`src/rtl/core/wbm_pkg.sv`:
```
// ----------------------------------------------------------------------------
// wbm_pkg
// shared types, codes and constants of the weighted byte mixer
// ----------------------------------------------------------------------------
package wbm_pkg;

  localparam int unsigned WeightFracBitsDef = 15;

  localparam int unsigned ModeW   = 3;
  localparam int unsigned FactorW = 16;
  localparam int unsigned ByteW   = 8;
  localparam int unsigned WeightW = 16;
  localparam int unsigned SumW    = 32;

  // shared multiplier operand and accumulator widths
  localparam int unsigned MulAW = 33;
  localparam int unsigned MulBW = 17;
  localparam int unsigned AccW  = 64;

  // mix modes
  localparam logic [ModeW-1:0] MODE_TRANSFER = 3'd0;
  localparam logic [ModeW-1:0] MODE_ABOVE    = 3'd1;
  localparam logic [ModeW-1:0] MODE_BELOW    = 3'd2;
  localparam logic [ModeW-1:0] MODE_AVERAGE  = 3'd3;
  localparam logic [ModeW-1:0] MODE_ADD      = 3'd4;
  localparam logic [ModeW-1:0] MODE_SUB      = 3'd5;
  localparam logic [ModeW-1:0] MODE_MUL      = 3'd6;

  // register indexes
  localparam logic REG_MIX_MODE   = 1'b0;
  localparam logic REG_MIX_FACTOR = 1'b1;

  localparam logic [FactorW-1:0] FactorOne = 16'd32768;

  // coefficients of the shared unit
  localparam logic signed [MulBW-1:0] CoefFull    = 17'sd510;
  localparam logic signed [MulBW-1:0] CoefHalf    = 17'sd255;
  localparam logic signed [MulBW-1:0] CoefNegFull = -17'sd510;
  localparam logic signed [MulBW-1:0] CoefNegHalf = -17'sd255;
  localparam logic signed [MulBW-1:0] CoefZero    = 17'sd0;

  // product shift selection of the shared unit
  localparam logic [1:0] SH_NONE  = 2'd0;
  localparam logic [1:0] SH_FRAC  = 2'd1;
  localparam logic [1:0] SH_WORD  = 2'd2;
  localparam logic [1:0] SH_SCALE = 2'd3;

  typedef struct packed {
    logic       en;
    logic       clr;
    logic [1:0] sh;
  } mac_ctrl_t;

endpackage

```
`src/rtl/core/wbm_mac.sv`:
```
// ----------------------------------------------------------------------------
// wbm_mac
// shared signed multiply-accumulate unit with a selectable product shift
// ----------------------------------------------------------------------------
module wbm_mac #(
  parameter int unsigned WeightFracBits = wbm_pkg::WeightFracBitsDef
) (
  input  logic                                clk_i,
  input  wbm_pkg::mac_ctrl_t                  ctrl_i,
  input  logic signed [wbm_pkg::MulAW-1:0]    a_i,
  input  logic signed [wbm_pkg::MulBW-1:0]    b_i,
  output logic signed [wbm_pkg::AccW-1:0]     acc_o
);

  localparam int unsigned ProdW = wbm_pkg::MulAW + wbm_pkg::MulBW;

  logic signed [ProdW-1:0]         prod;
  logic signed [wbm_pkg::AccW-1:0] prod_ext;
  logic signed [wbm_pkg::AccW-1:0] prod_sh;
  logic signed [wbm_pkg::AccW-1:0] acc_d, acc_q;

  assign prod     = a_i * b_i;
  assign prod_ext = wbm_pkg::AccW'(prod);

  always_comb begin
    case (ctrl_i.sh)
      wbm_pkg::SH_FRAC:  prod_sh = prod_ext <<< WeightFracBits;
      wbm_pkg::SH_WORD:  prod_sh = prod_ext <<< 32;
      wbm_pkg::SH_SCALE: prod_sh = prod_ext <<< (WeightFracBits + 15);
      default:           prod_sh = prod_ext;
    endcase
    acc_d = (ctrl_i.clr ? '0 : acc_q) + prod_sh;
  end

  always_ff @(posedge clk_i) begin
    if (ctrl_i.en) begin
      acc_q <= acc_d;
    end
  end

  assign acc_o = acc_q;

endmodule

```
`src/rtl/core/wbm_fin.sv`:
```
// ----------------------------------------------------------------------------
// wbm_fin
// final stage: threshold test, clamp to [0,1] and scaling to a byte
// ----------------------------------------------------------------------------
module wbm_fin #(
  parameter int unsigned WeightFracBits = wbm_pkg::WeightFracBitsDef
) (
  input  logic [wbm_pkg::ModeW-1:0]       mode_i,
  input  logic [wbm_pkg::FactorW-1:0]     factor_i,
  input  logic [wbm_pkg::ByteW-1:0]       dst_i,
  input  logic [wbm_pkg::SumW-1:0]        sum_i,
  input  logic signed [wbm_pkg::AccW-1:0] mix_i,
  output logic [wbm_pkg::ByteW-1:0]       result_o,
  output logic                            untouched_o
);

  // full scale of the mix numerator: 2 * 255 * 255 * 2^(frac + 15)
  localparam logic signed [wbm_pkg::AccW-1:0] MixDen =
    wbm_pkg::AccW'(130050) <<< (WeightFracBits + 15);

  logic [23:0] thr_lhs, thr_rhs;
  logic        keep, thr_mode;
  logic [7:0]  repl_val, mix_val;
  logic [15:0] quo_num;
  logic [15:0] quo_sum;

  always_comb begin
    thr_lhs  = {1'b0, dst_i, 15'd0};
    thr_rhs  = {factor_i, 8'd0} - 24'(factor_i);
    thr_mode = (mode_i == wbm_pkg::MODE_ABOVE) || (mode_i == wbm_pkg::MODE_BELOW);
    keep     = ((mode_i == wbm_pkg::MODE_ABOVE) && (thr_lhs < thr_rhs)) ||
               ((mode_i == wbm_pkg::MODE_BELOW) && (thr_lhs > thr_rhs));

    // replace without blending: sum over 2^frac, saturated
    if (|sum_i[wbm_pkg::SumW-1:WeightFracBits+8]) begin
      repl_val = 8'hff;
    end else begin
      repl_val = sum_i[WeightFracBits+7:WeightFracBits];
    end

    // floor(u / 255) for u below 255*255
    quo_num = mix_i[WeightFracBits+31:WeightFracBits+16];
    quo_sum = quo_num + 16'd1 + 16'(quo_num[15:8]);
    if (mix_i <= 0) begin
      mix_val = 8'd0;
    end else if (mix_i >= MixDen) begin
      mix_val = 8'hff;
    end else begin
      mix_val = quo_sum[15:8];
    end

    if (keep) begin
      result_o    = dst_i;
      untouched_o = 1'b1;
    end else if (thr_mode) begin
      result_o    = repl_val;
      untouched_o = 1'b0;
    end else begin
      result_o    = mix_val;
      untouched_o = 1'b0;
    end
  end

endmodule

```
`src/rtl/core/weighted_byte_mix.sv`:
```
// ----------------------------------------------------------------------------
// weighted_byte_mix
// weighted sum of a run of source bytes, blended into a destination byte
// ----------------------------------------------------------------------------
//  channel  | direction | handshake                    | word
//  s_axis   | in        | s_axis_tvalid/s_axis_tready  | tdata src,weight,dst; tlast
//  m_axis   | out       | m_axis_tvalid/m_axis_tready  | tdata result; tuser untouched
//  cfg      | in        | cfg_valid_i/cfg_ready_o      | cfg_index_i, cfg_data_i
//
//  every word goes through a product, then a saturating add; a last word then
//  runs C0, C1, T0, T1, T2, FIN in blend modes, straight to FIN in threshold
//  modes, all products going through one 33x17 multiply-accumulate unit
//  the result sits in an output register; s_axis takes more words meanwhile
//  the final cycle waits while a previous result is still not taken
//  reset is asynchronous active low and leaves mode transfer, factor 1.0
// ----------------------------------------------------------------------------
module weighted_byte_mix #(
  parameter int unsigned WeightFracBits = wbm_pkg::WeightFracBitsDef
) (
  input  logic        clk_i,
  input  logic        rst_ni,
  input  logic        s_axis_tvalid,
  output logic        s_axis_tready,
  input  logic [31:0] s_axis_tdata,   // src_value[7:0], weight[23:8], dst_value[31:24]
  input  logic        s_axis_tlast,
  output logic        m_axis_tvalid,
  input  logic        m_axis_tready,
  output logic [7:0]  m_axis_tdata,   // result_value[7:0]
  output logic        m_axis_tuser,   // untouched[0]
  input  logic        cfg_valid_i,
  output logic        cfg_ready_o,
  input  logic        cfg_index_i,
  input  logic [15:0] cfg_data_i
);

  localparam logic [3:0] ST_IDLE = 4'd0;
  localparam logic [3:0] ST_ACC  = 4'd1;
  localparam logic [3:0] ST_C0   = 4'd2;
  localparam logic [3:0] ST_C1   = 4'd3;
  localparam logic [3:0] ST_T0   = 4'd4;
  localparam logic [3:0] ST_T1   = 4'd5;
  localparam logic [3:0] ST_T2   = 4'd6;
  localparam logic [3:0] ST_FIN  = 4'd7;

  logic [3:0] state_d, state_q;

  logic [wbm_pkg::ModeW-1:0]   mode_q;
  logic [wbm_pkg::FactorW-1:0] factor_q;
  logic [wbm_pkg::SumW-1:0]    ws_d, ws_q;
  logic [wbm_pkg::SumW-1:0]    sum_q;
  logic [wbm_pkg::ByteW-1:0]   dst_q;
  logic                        last_q;
  logic [31:0]                 chi_q;

  logic                        out_valid_q;
  logic [wbm_pkg::ByteW-1:0]   out_data_q;
  logic                        out_user_q;

  wbm_pkg::mac_ctrl_t                  mac_ctrl;
  logic signed [wbm_pkg::MulAW-1:0]    mac_a;
  logic signed [wbm_pkg::MulBW-1:0]    mac_b;
  logic signed [wbm_pkg::AccW-1:0]     acc;

  logic signed [wbm_pkg::MulBW-1:0]    coef_src, coef_dst;
  logic [wbm_pkg::SumW:0]              ws_sum;
  logic [wbm_pkg::ByteW-1:0]           fin_result;
  logic                                fin_untouched;
  logic                                in_acc, out_load, thr_mode;

  assign in_acc        = s_axis_tvalid && s_axis_tready;
  assign s_axis_tready = (state_q == ST_IDLE);
  assign cfg_ready_o   = 1'b1;
  assign out_load      = (state_q == ST_FIN) && (!out_valid_q || m_axis_tready);
  assign thr_mode      = (mode_q == wbm_pkg::MODE_ABOVE) || (mode_q == wbm_pkg::MODE_BELOW);

  // coefficients: C = k_src*sum + k_dst*dst*2^frac, then t = f*C + 2^15*510*dst*2^frac
  always_comb begin
    case (mode_q)
      wbm_pkg::MODE_AVERAGE: begin
        coef_src = wbm_pkg::CoefHalf;
        coef_dst = wbm_pkg::CoefNegHalf;
      end
      wbm_pkg::MODE_ADD: begin
        coef_src = wbm_pkg::CoefFull;
        coef_dst = wbm_pkg::CoefZero;
      end
      wbm_pkg::MODE_SUB: begin
        coef_src = wbm_pkg::CoefNegFull;
        coef_dst = wbm_pkg::CoefZero;
      end
      wbm_pkg::MODE_MUL: begin
        coef_src = {8'd0, dst_q, 1'b0};
        coef_dst = wbm_pkg::CoefNegFull;
      end
      default: begin
        coef_src = wbm_pkg::CoefFull;
        coef_dst = wbm_pkg::CoefNegFull;
      end
    endcase
  end

  assign ws_sum = {1'b0, ws_q} + 33'(acc[23:0]);

  always_comb begin
    state_d      = state_q;
    ws_d         = ws_q;
    mac_ctrl     = '{en: 1'b0, clr: 1'b0, sh: wbm_pkg::SH_NONE};
    mac_a        = {25'd0, s_axis_tdata[7:0]};
    mac_b        = {1'b0, s_axis_tdata[23:8]};
    unique case (state_q)
      ST_IDLE: begin
        if (in_acc) begin
          mac_ctrl = '{en: 1'b1, clr: 1'b1, sh: wbm_pkg::SH_NONE};
          state_d  = ST_ACC;
        end
      end
      ST_ACC: begin
        // saturating accumulate of src * weight
        ws_d = ws_sum[wbm_pkg::SumW] ? '1 : ws_sum[wbm_pkg::SumW-1:0];
        if (last_q) begin
          state_d = thr_mode ? ST_FIN : ST_C0;
        end else begin
          state_d = ST_IDLE;
        end
      end
      ST_C0: begin
        mac_ctrl = '{en: 1'b1, clr: 1'b1, sh: wbm_pkg::SH_NONE};
        mac_a    = {1'b0, sum_q};
        mac_b    = coef_src;
        state_d  = ST_C1;
      end
      ST_C1: begin
        mac_ctrl = '{en: 1'b1, clr: 1'b0, sh: wbm_pkg::SH_FRAC};
        mac_a    = {25'd0, dst_q};
        mac_b    = coef_dst;
        state_d  = ST_T0;
      end
      ST_T0: begin
        // low word of C times factor
        mac_ctrl = '{en: 1'b1, clr: 1'b1, sh: wbm_pkg::SH_NONE};
        mac_a    = {1'b0, acc[31:0]};
        mac_b    = {1'b0, factor_q};
        state_d  = ST_T1;
      end
      ST_T1: begin
        mac_ctrl = '{en: 1'b1, clr: 1'b0, sh: wbm_pkg::SH_WORD};
        mac_a    = {chi_q[31], chi_q};
        mac_b    = {1'b0, factor_q};
        state_d  = ST_T2;
      end
      ST_T2: begin
        mac_ctrl = '{en: 1'b1, clr: 1'b0, sh: wbm_pkg::SH_SCALE};
        mac_a    = {25'd0, dst_q};
        mac_b    = wbm_pkg::CoefFull;
        state_d  = ST_FIN;
      end
      ST_FIN: begin
        if (out_load) begin
          state_d = ST_IDLE;
        end
      end
      default: begin
        state_d = ST_IDLE;
      end
    endcase
  end

  always_ff @(posedge clk_i or negedge rst_ni) begin
    if (!rst_ni) begin
      state_q     <= ST_IDLE;
      ws_q        <= '0;
      mode_q      <= wbm_pkg::MODE_TRANSFER;
      factor_q    <= wbm_pkg::FactorOne;
      out_valid_q <= 1'b0;
    end else begin
      state_q <= state_d;
      if ((state_q == ST_ACC) && last_q) begin
        ws_q <= '0;
      end else begin
        ws_q <= ws_d;
      end
      if (cfg_valid_i && cfg_ready_o) begin
        unique case (cfg_index_i)
          wbm_pkg::REG_MIX_MODE:   mode_q   <= cfg_data_i[wbm_pkg::ModeW-1:0];
          wbm_pkg::REG_MIX_FACTOR: factor_q <= cfg_data_i;
          default:                 mode_q   <= mode_q;
        endcase
      end
      if (out_load) begin
        out_valid_q <= 1'b1;
      end else if (m_axis_tready) begin
        out_valid_q <= 1'b0;
      end
    end
  end

  always_ff @(posedge clk_i) begin
    if (in_acc) begin
      dst_q  <= s_axis_tdata[31:24];
      last_q <= s_axis_tlast;
    end
    if ((state_q == ST_ACC) && last_q) begin
      sum_q <= ws_d;
    end
    if (state_q == ST_T0) begin
      chi_q <= acc[63:32];
    end
    if (out_load) begin
      out_data_q <= fin_result;
      out_user_q <= fin_untouched;
    end
  end

  wbm_mac #(
    .WeightFracBits(WeightFracBits)
  ) u_mac (
    .clk_i (clk_i),
    .ctrl_i(mac_ctrl),
    .a_i   (mac_a),
    .b_i   (mac_b),
    .acc_o (acc)
  );

  wbm_fin #(
    .WeightFracBits(WeightFracBits)
  ) u_fin (
    .mode_i     (mode_q),
    .factor_i   (factor_q),
    .dst_i      (dst_q),
    .sum_i      (sum_q),
    .mix_i      (acc),
    .result_o   (fin_result),
    .untouched_o(fin_untouched)
  );

  assign m_axis_tvalid = out_valid_q;
  assign m_axis_tdata  = out_data_q;
  assign m_axis_tuser  = out_user_q;

endmodule

```
`config.mk`:
```
export PLATFORM = sky130hd
export DESIGN_NAME = weighted_byte_mix
export DESIGN_NICKNAME = d
export VERILOG_FILES = /design/src/rtl/core/wbm_pkg.sv /design/src/rtl/core/wbm_mac.sv /design/src/rtl/core/wbm_fin.sv /design/src/rtl/core/weighted_byte_mix.sv
export SDC_FILE = /design/constraint.sdc
export NUM_CORES = 2
export LEC_CHECK = 0
export BUFFER_PORTS_ARGS = -buffer_cell sky130_fd_sc_hd__buf_2
export CAP_MARGIN = 10
export CORE_MARGIN = 3
export CORE_UTILIZATION = 60
export CTS_CLUSTER_DIAMETER = 60
export DETAILED_ROUTE_END_ITERATION = 8
export HOLD_SLACK_MARGIN = 0.1
export PLACE_DENSITY_LB_ADDON = 0.3
export SLEW_MARGIN = 20
export SYNTH_ARGS = -nofsm -noshare
export SYNTH_HDL_FRONTEND = slang
export SYNTH_SLANG_ARGS = --single-unit
```
`constraint.sdc`:
```
create_clock -name clk_i -period 10.85 [get_ports clk_i]
set_clock_uncertainty 0.15 [all_clocks]
set_input_delay 2.17 -clock clk_i [delete_from_list [all_inputs] [get_ports clk_i]]
set_output_delay 2.17 -clock clk_i [all_outputs]
set_load 0.03 [all_outputs]
```
==> results by group <==
Status
  • Status: finished clean

STA
  • RSZ-0062 raised after global routing: true
  • Hold slack: 0.326 ns
  • Final setup fails: 0
  • Final hold viol count: 0
  • Max Fclk: 0.0948 GHz
  • Slack of the critical path: 0.296 ns
  • Final Slew Violations: 0
  • Worst-margin pin slew: 1.07 ns
  • Final Cycle Share: 97.3%
  • Slew Limit Headroom: 28.1%
  • Min cycle time layout: 10.55 ns

Layout
  • Area growth, synth to finish: 15.8%
  • Diodes inserted: 0
  • Nets: 5102
  • Share of cells above drive strength 1: 16.3%
  • Final core occ: 70.4%
  • Final Cell Area: 0.0398 mm2

Worst setup path
  • CP Max Fanout: 8
  • Crit-path slowest cell: fa_1
  • Reg2Reg Depth: 41
  • Critical Path AT: 10.70 ns
  • Worst EP required: 11.00 ns
  • Crit Path Class: input port to flip-flop
  • Crit-path max cell delay: 0.54 ns
  • Critical Path Start Type: input port
  • CP endpoint kind: flip-flop
  • CP most frequent cell: fa_1

Die
  • Initial core utilization: 60.8%
  • Die Height: 245 um
  • Core area: 0.0566 mm2
  • DIE AREA: 0.0602 mm2
  • Std cell rows: 87
  • Boundary Pins: 67
  • Die width: 245 um

Clock network
  • TritonCTS buffer count: 25
  • Clock tree root driver cell: clkbuf_16
  • Worst skew pair latency: 0.57 ns
  • CTS tree: done
  • Number of clock sinks: 201
  • Max clock buf depth: 3
  • Clock transition at path regs: 0.06 ns
  • # hold bufs at CTS: 0
  • H-tree Lvls: 1

Place
  • PortBufs: 65
  • Post-DP Area: 0.0386 mm2
  • Post-DP HPWL: 95.0 mm
  • DP Worst Slack: -0.523 ns
  • GPL Wtd Cong: 1.04

Drt
  • WL/cell: 22.6 um
  • Post-DRT Antenna Nets: 0
  • Vias: 30217
  • Vias per cell: 5.98
  • DRT Pass-1 Iters: 6
  • DRT Wirelength: 115 mm
  • DRT iter0 DRCs: 3032
  • DRC violation count after routing: 0

Logic synthesis
  • Area leader, netlist: fa_1
  • Synth warnings: 0
  • Simple-gate share of the synthesized area: 15.5%
  • Sequential area share after synthesis: 16.8%
  • Most frequent cell after synthesis: inv_1
  • Synth Area in Compound Gates: 14.0%
  • Cell Area, Synth: 0.0344 mm2
  • Post-synth top cells: inv_1, fa_1, nand2_1
  • Largest family of logic cells by synthesized area: adder cells
  • Adder-cell share of the synthesized area: 39.6%
  • Seq cells post-synth: 201
  • Syn nets: 4700
  • Async S/R FF share, synth: 27.4%
  • Synth top area cells: fa_1, edfxtp_1, ha_1
  • Post-synth cell types: 90
  • Avg Inst Size Synth: 8.87 um2
  • Post-synth top area share: 31.3%
  • Post-synth top flop: edfxtp_1
  • Post-synthesis mux area share: 1.81%
  • Mapped Cells: 3880
  • Post-Synth XOR/XNOR Area: 3.76%
  • Post-synth EDFFs: 146

Hold path
  • Tightest Hold Check Type: flip-flop to flip-flop
  • Hold Crit Depth: 0

Global routing
  • Vias in the first global route: 30896
  • GRT overflow: 0
  • First-pass GRT wire length: 177 mm
  • Total GRT Usage: 38.7%
  • Largest net degree at the start of global routing: 65
  • Initial antenna violation count: 1

Run
  • Number of max-cap violations: 0
## what timing repair did
| item | 4_1_cts | 5_1_grt |
|---|---|---|
| resized for setup | 2 | 78 |
| pin swaps | 0 | 14 |
| setup endpoints to repair | 1 | 20 |
| buffers inserted | 0 | 7 |
## cells in the final DEF (no fill, tap or decap), types with 28 or more instances in the layout
master    count
o21a_1       46
nand2_1     448
o21ai_1      42
ha_1        224
a21o_1       70
fa_1        538
mux2i_1      28
a21oi_1     157
inv_1       644
o22ai_1      33
nand4_1      31
edfxtp_1    146
dfrtp_1      52
nor3_1       38
and2_1       98
nand2b_1     28
buf_2        65
xor2_1       42
xnor2_1     100
nor2_1      403
buf_4       438
o21ai_0     116
nand3_1      29
## worst max-delay path: cells and delay by family
kind	cells	cell delay (ns)
compound gates	12	2.32
xor+xnor	2	0.33
fa+ha+maj	8	3.64
buf+inv	11	1.10
simple gates	5	1.10
## state kept, by name, summed over array words and instances (netlist names)
signal	cells
mode_q	3
state_q	3
u_mac.acc_o	64
dst_q	8
sum_q	32
chi_q	32
ws_q	32
factor_q	16
m_axis_tuser	1
m_axis_tvalid	1
m_axis_tdata	8
last_q	1
## cells by family after synthesis
family | Yosys count
buf+inv | 788
fa+ha+maj | 765
simple gates | 1193
mux | 56
other cells | 1
compound gates | 730
xor+xnor | 146
flops | 201
## per-layer routing
layer  track usage (%)  part of all wire [%]  vias to the layer above
li1                  -                     -                    13467
met1              50.6                    38                    14703
met2              59.7                    44                     1649
met3              10.5                    12                      396
met4              19.3                   6.4                        2
met5                 0                 0.010                        -
## worst paths after layout
kind                                              to  slack (ns)                       from
hold / removal                   chi_q[19]$_DFFE_PN_        0.33  u_mac.acc_o[51]$_DFFE_PP_
setup reg to reg           u_mac.acc_o[48]$_DFFE_PP_        0.38      mode_q[1]$_DFFE_PN0P_
setup / recovery           u_mac.acc_o[48]$_DFFE_PP_        0.30            s_axis_tdata[6]
min in group asynchronous         ws_q[20]$_DFF_PN0_        1.61                     rst_ni
max in group asynchronous     state_q[0]$_DFFE_PN0P_        8.34                     rst_ni
hold reg to reg                  chi_q[19]$_DFFE_PN_        0.33  u_mac.acc_o[51]$_DFFE_PP_
## through the flow
step | instances | TNS, ns
finish | 5057 | 0
global route | 5057 | -0.0666
CTS | 5050 | 0
detailed placement | 5004 | -3.48
global placement | 5004 | -2.83
floorplan | 3880 | 0
## layout make-up
type,count,area [um2]
Clock buffer,27,643
Clock inverter,19,203
Fill cell,4509,16800
Inverter,646,2420
Multi-Input combinational cell,2891,26000
Sequential cell,201,5770
Tap cell,756,946
Timing Repair Buffer,517,3840
Power is not shown: default switching activity piles up to over one toggle a cycle in this logic, so the estimate is an artifact.
